===== src/rtl/core/skvt_pkg.sv =====
// Shared codes and the control bundle for the sorted key/value table.
package skvt_pkg;

   localparam int KEY_W   = 32;
   localparam int VALUE_W = 32;
   localparam int COUNT_W = 7;

   // command codes
   localparam logic [1:0] CMD_INSERT = 2'd0;
   localparam logic [1:0] CMD_UPDATE = 2'd1;
   localparam logic [1:0] CMD_REMOVE = 2'd2;
   localparam logic [1:0] CMD_CLEAR  = 2'd3;

   // status codes
   localparam logic [1:0] STATUS_DONE    = 2'd0;
   localparam logic [1:0] STATUS_PRESENT = 2'd1;
   localparam logic [1:0] STATUS_ABSENT  = 2'd2;
   localparam logic [1:0] STATUS_FULL    = 2'd3;

   // cell operations
   localparam logic [1:0] CELL_HOLD   = 2'd0;
   localparam logic [1:0] CELL_INSERT = 2'd1;
   localparam logic [1:0] CELL_REMOVE = 2'd2;
   localparam logic [1:0] CELL_UPDATE = 2'd3;

   typedef struct packed {
      logic                      capture;
      logic [1:0]                op;
      logic signed [KEY_W-1:0]   key;
      logic signed [VALUE_W-1:0] value;
   } cell_ctrl_type;

endpackage


===== src/rtl/core/skvt_cell.sv =====
// One slot of the sorted row: holds a pair, compares against the broadcast key, shifts.
module skvt_cell
   import skvt_pkg::*;
(
   input  logic                      clock,
   input  logic                      reset,
   input  cell_ctrl_type             ctrl,
   input  logic                      slot_valid,
   input  logic                      prev_above,
   input  logic signed [KEY_W-1:0]   prev_key,
   input  logic signed [VALUE_W-1:0] prev_value,
   input  logic signed [KEY_W-1:0]   next_key,
   input  logic signed [VALUE_W-1:0] next_value,
   output logic signed [KEY_W-1:0]   key,
   output logic signed [VALUE_W-1:0] value,
   output logic                      above,
   output logic                      match
);

   logic signed [KEY_W-1:0]   key_ff, key_in;
   logic signed [VALUE_W-1:0] value_ff, value_in;
   logic                      above_ff, above_in;
   logic                      match_ff, match_in;

   // above: slot sits at or past the insertion point (key >= probe, or empty)
   always_comb begin
      above_in = above_ff;
      match_in = match_ff;
      if (ctrl.capture) begin
         above_in = !slot_valid || (key_ff >= ctrl.key);
         match_in = slot_valid && (key_ff == ctrl.key);
      end
   end

   always_comb begin
      key_in   = key_ff;
      value_in = value_ff;
      case (ctrl.op)
         CELL_INSERT: begin
            if (above_ff) begin
               if (prev_above) begin
                  key_in   = prev_key;
                  value_in = prev_value;
               end else begin
                  key_in   = ctrl.key;
                  value_in = ctrl.value;
               end
            end
         end
         CELL_REMOVE: begin
            if (above_ff) begin
               key_in   = next_key;
               value_in = next_value;
            end
         end
         CELL_UPDATE: begin
            if (match_ff) begin
               value_in = ctrl.value;
            end
         end
         default: begin
         end
      endcase
   end

   always_ff @(posedge clock) begin
      key_ff   <= key_in;
      value_ff <= value_in;
      if (reset) begin
         above_ff <= 1'b0;
         match_ff <= 1'b0;
      end else begin
         above_ff <= above_in;
         match_ff <= match_in;
      end
   end

   assign key   = key_ff;
   assign value = value_ff;
   assign above = above_ff;
   assign match = match_ff;

endmodule


===== config.mk =====
export PLATFORM = sky130hd
export DESIGN_NAME = skvt_cell
export DESIGN_NICKNAME = d
export VERILOG_FILES = /design/src/rtl/core/skvt_pkg.sv /design/src/rtl/core/skvt_cell.sv
export SDC_FILE = /design/constraint.sdc
export NUM_CORES = 1
export LEC_CHECK = 0
export BUFFER_PORTS_ARGS = -buffer_cell sky130_fd_sc_hd__buf_2
export CAP_MARGIN = 0
export CORE_MARGIN = 5
export CORE_UTILIZATION = 45
export DETAILED_ROUTE_END_ITERATION = 10
export GPL_TIMING_DRIVEN = 0
export PLACE_DENSITY = 0.85
export SLEW_MARGIN = 15
export SYNTH_ARGS = -nofsm -noshare
export SYNTH_HDL_FRONTEND = slang
export SYNTH_SLANG_ARGS = --single-unit
export TNS_END_PERCENT = 30

===== constraint.sdc =====
create_clock -name clock -period 4.7 [get_ports clock]
set_input_delay 1.41 -clock clock [delete_from_list [all_inputs] [get_ports clock]]
set_output_delay 1.41 -clock clock [all_outputs]
set_load 0.05 [all_outputs]

==> flow_metrics.py <==
metrics = {
    "clocking": {
        "post_cts_buffers": 0,
        "cts_sinks": 66,
        "h-tree-depth": 3,
        "ctsResizeCount": 0,
        "clk_latency_ns": 0.33,
        "cts_buffers": 9,
        "cts_buffer_depth": 2,
        "hold_buffers": 0,
        "clkTransAtPathRegs_ns": 0.07,
        "cts_tree": "done",
        "cts_root_buffer": "clkbuf_8",
    },
    "floorplan": {
        "initial_core_util_pct": 46.4,
        "dieArea_um2": 12200,
        "die_w_um": 111,
        "num_io_pins": 265,
        "die_h_um": 111,
        "design.core.area_um2": 9820,
        "num_rows": 36,
    },
    "cells_and_area": {
        "nets": 950,
        "n_antenna_cell": 0,
        "final_cells": 857,
        "areaGrowthSynthToFinish_pct": 37.1,
        "drive_gt1_share_pct": 41.0,
    },
    "worst_setup_path": {
        "cp_slowest_cell": "a31o_2",
        "cp-start-kind": "input port",
        "critPathBufInv": 2,
        "r2r_slack_ns": 2.49,
        "worstPathArrival_ns": 3.70,
        "required_ns": 4.66,
        "cp_max_fo": 33,
        "crit_type": "in2reg",
        "critPathMaxStageDelay_ns": 0.78,
        "end_kind": "flip-flop",
        "path_cells": "clkbuf_1, nor2b_1, buf_2, o21a_2, a31o_2",
        "cpLargestDelayFamily": "compound AO/OA/AOI/OAI gates",
    },
    "grt": {
        "grtUsageTotal_pct": 23.4,
        "grt_max_degree": 34,
        "grt_pass1_vias": 4809,
        "antenna_found_initial": 0,
        "grt_remaining_overflow": 0,
        "grt_first_pass_wirelength_um": 23400,
    },
    "outcome": {
        "status": "finished, final reports clean",
    },
    "power": {
        "switchingPower_mw": 0.498,
        "vdd_drop_max_mv": 0.167,
        "p_int_mw": 1.15,
        "pwr_density_cell_nw_per_um2": 264,
        "clkPwrFrac_pct": 31.5,
        "p_comb_share_pct": 26.1,
        "p_seq_share_pct": 42.3,
        "p_leak_nw": 2.99,
        "total_power_mw": 1.64,
        "swShare_pct": 30.3,
    },
    "sta": {
        "setup_violations": 0,
        "fin_setup_tns_ns": 0,
        "finalMaxSlewViolations": 0,
        "final.period_utilization_pct": 79.7,
        "skew_ns": 0.00728,
        "relSlewSlack_pct": 42.8,
        "finalHoldViolCount": 0,
        "fin_crit_ns": 3.75,
        "rsz0062_at_grt": "no",
        "tightest_slew_ns": 0.858,
        "fin_hold_ws_ns": 0.499,
        "max_freq_mhz": 267,
    },
    "synth": {
        "yosys.area.top_type": "edfxtp_1",
        "avgSynthCellArea_um2": 10.2,
        "synth_warnings": 0,
        "syn_inst": 446,
        "netlist_area_um2": 4550,
        "synth.area.top_cells": "edfxtp_1 (42%), mux2i_1 (14%), ha_1 (8.8%), a211oi_1 (5.3%), a21oi_1 (4.7%)",
        "ys_seq_elements": 66,
        "post-synth-top-area-fraction_pct": 42.2,
        "ys_types": 38,
        "syn-num-nets": 677,
        "seq_area_frac_synth_pct": 43.1,
    },
    "placement": {
        "place_inst": 841,
        "portBuffers": 262,
        "gp_congestion": 0.904,
        "dp_hpwl_um": 12200,
    },
    "detailed_routing": {
        "vias": 4556,
        "wl_per_cell_um": 17.4,
        "drt_iter0_markers": 327,
        "routed_via_density": 5.32,
        "routed_wl_um": 14900,
        "remaining_drc_errors": 0,
        "drtPass1Iterations": 4,
        "drt.antenna.violating_nets": 0,
    },
    "worst_hold_path": {
        "hp-class": "reg2reg",
    },
    "run": {
        "max-cap-violations": 0,
    },
}
synth_stat cells, drive strengths merged:
cell type and instances:
a2111oi 2, a211o 1, a211oi 32, a21oi 44
a221o 1, a221oi 2, a311o 1, a31o 1
buf 15, clkbuf 14, dfxtp 2, edfxtp 64
ha 32, inv 34, mux2i 63, nand2 42
nand2b 1, nand3 2, nand3b 1, nand4 9
nor2 5, nor2b 34, nor3 1, nor3b 1
nor4 2, o211ai 1, o21a 1, o21ai 37
o21bai 1
worst paths after layout:
check	startpoint	to	cells after the start
max	ctrl[64]	value[21]	5
min	match	match	2
max reg2reg	above	value[21]	2
min reg2reg	match	match	2
final cells by class:
class	instances	area, µm²
Inverter	34	128
Clock inverter	6	81.3
Multi-Input combinational cell	317	2330
Fill cell	869	3580
Tap cell	133	166
Sequential cell	66	1960
Buffer	29	130
Timing Repair Buffer	262	1310
Clock buffer	10	128
layer usage:
metal / track usage, % / part of all wire, % / wire (µm)
met1: 25.9 / 38 / 5630
met2: 43.4 / 53 / 7930
met3: 5.14 / 6.9 / 1030
met4: 8.46 / 2.3 / 346
met5: 0 / 0 / 0
registers in the layout, indices dropped and copies added (netlist names):
| name | count |
|---|---|
| above | 1 |
| key | 32 |
| match | 1 |
| value | 32 |
tightest hold or removal path, stage by stage (launching register included):
cell and delay [ns]:
dfxtp_1 0.34, nand2b_1 0.07, a21oi_1 0.05
placed cells by master (no fill, tap or decap), drive strengths merged:
master    count
a221o         1
clkbuf       24
a21oi        44
nor2          5
o21a          1
nor2b        34
o211ai        1
nand3b        1
nor3b         1
o21bai        1
a221oi        2
dfxtp         2
edfxtp       64
a211oi       32
nand4         9
ha           32
nand3         2
a31o          1
inv          34
bufinv        2
nand2b        1
mux2i        63
a311o         1
nor3          1
a211o         1
clkinv        3
buf         277
a2111oi       2
nor4          2
o21ai        37
nand2        42
clkinvlp      1
power by group through the flow:
stage               Combinational [mW]  Clock, mW  Sequential [mW]
floorplan                        0.177          0            0.796
global placement                 0.411          0            0.708
detailed placement               0.428          0            0.710
CTS                              0.430      0.529            0.696
global route                     0.467      0.557            0.698
finish                           0.430      0.519            0.696
logic make-up (layout without fill, tap and decap cells):
kind of cell / count (synthesis) / after routing / synth area share (%)
buffers and inverters: 63 / 341 / 5.66
AOI/OAI and AO/OA: 124 / 124 / 16.5
muxes: 63 / 63 / 13.9
DFF: 66 / 66 / 43.1
and+or+nand+nor: 98 / 98 / 12.1
adders and majority gates: 32 / 32 / 8.80
stage by stage:
stage                     setup slack, ns  cell area, µm²  util (%)
after floorplan                     0.947            4550         -
after global placement              0.124            6030      61.4
after detailed placement            0.572            6030      61.4
after CTS                           0.919            6240      63.5
after global routing                0.755            6240      63.5
final                               0.954            6240      63.5
Power figures use the tool's default switching activity.
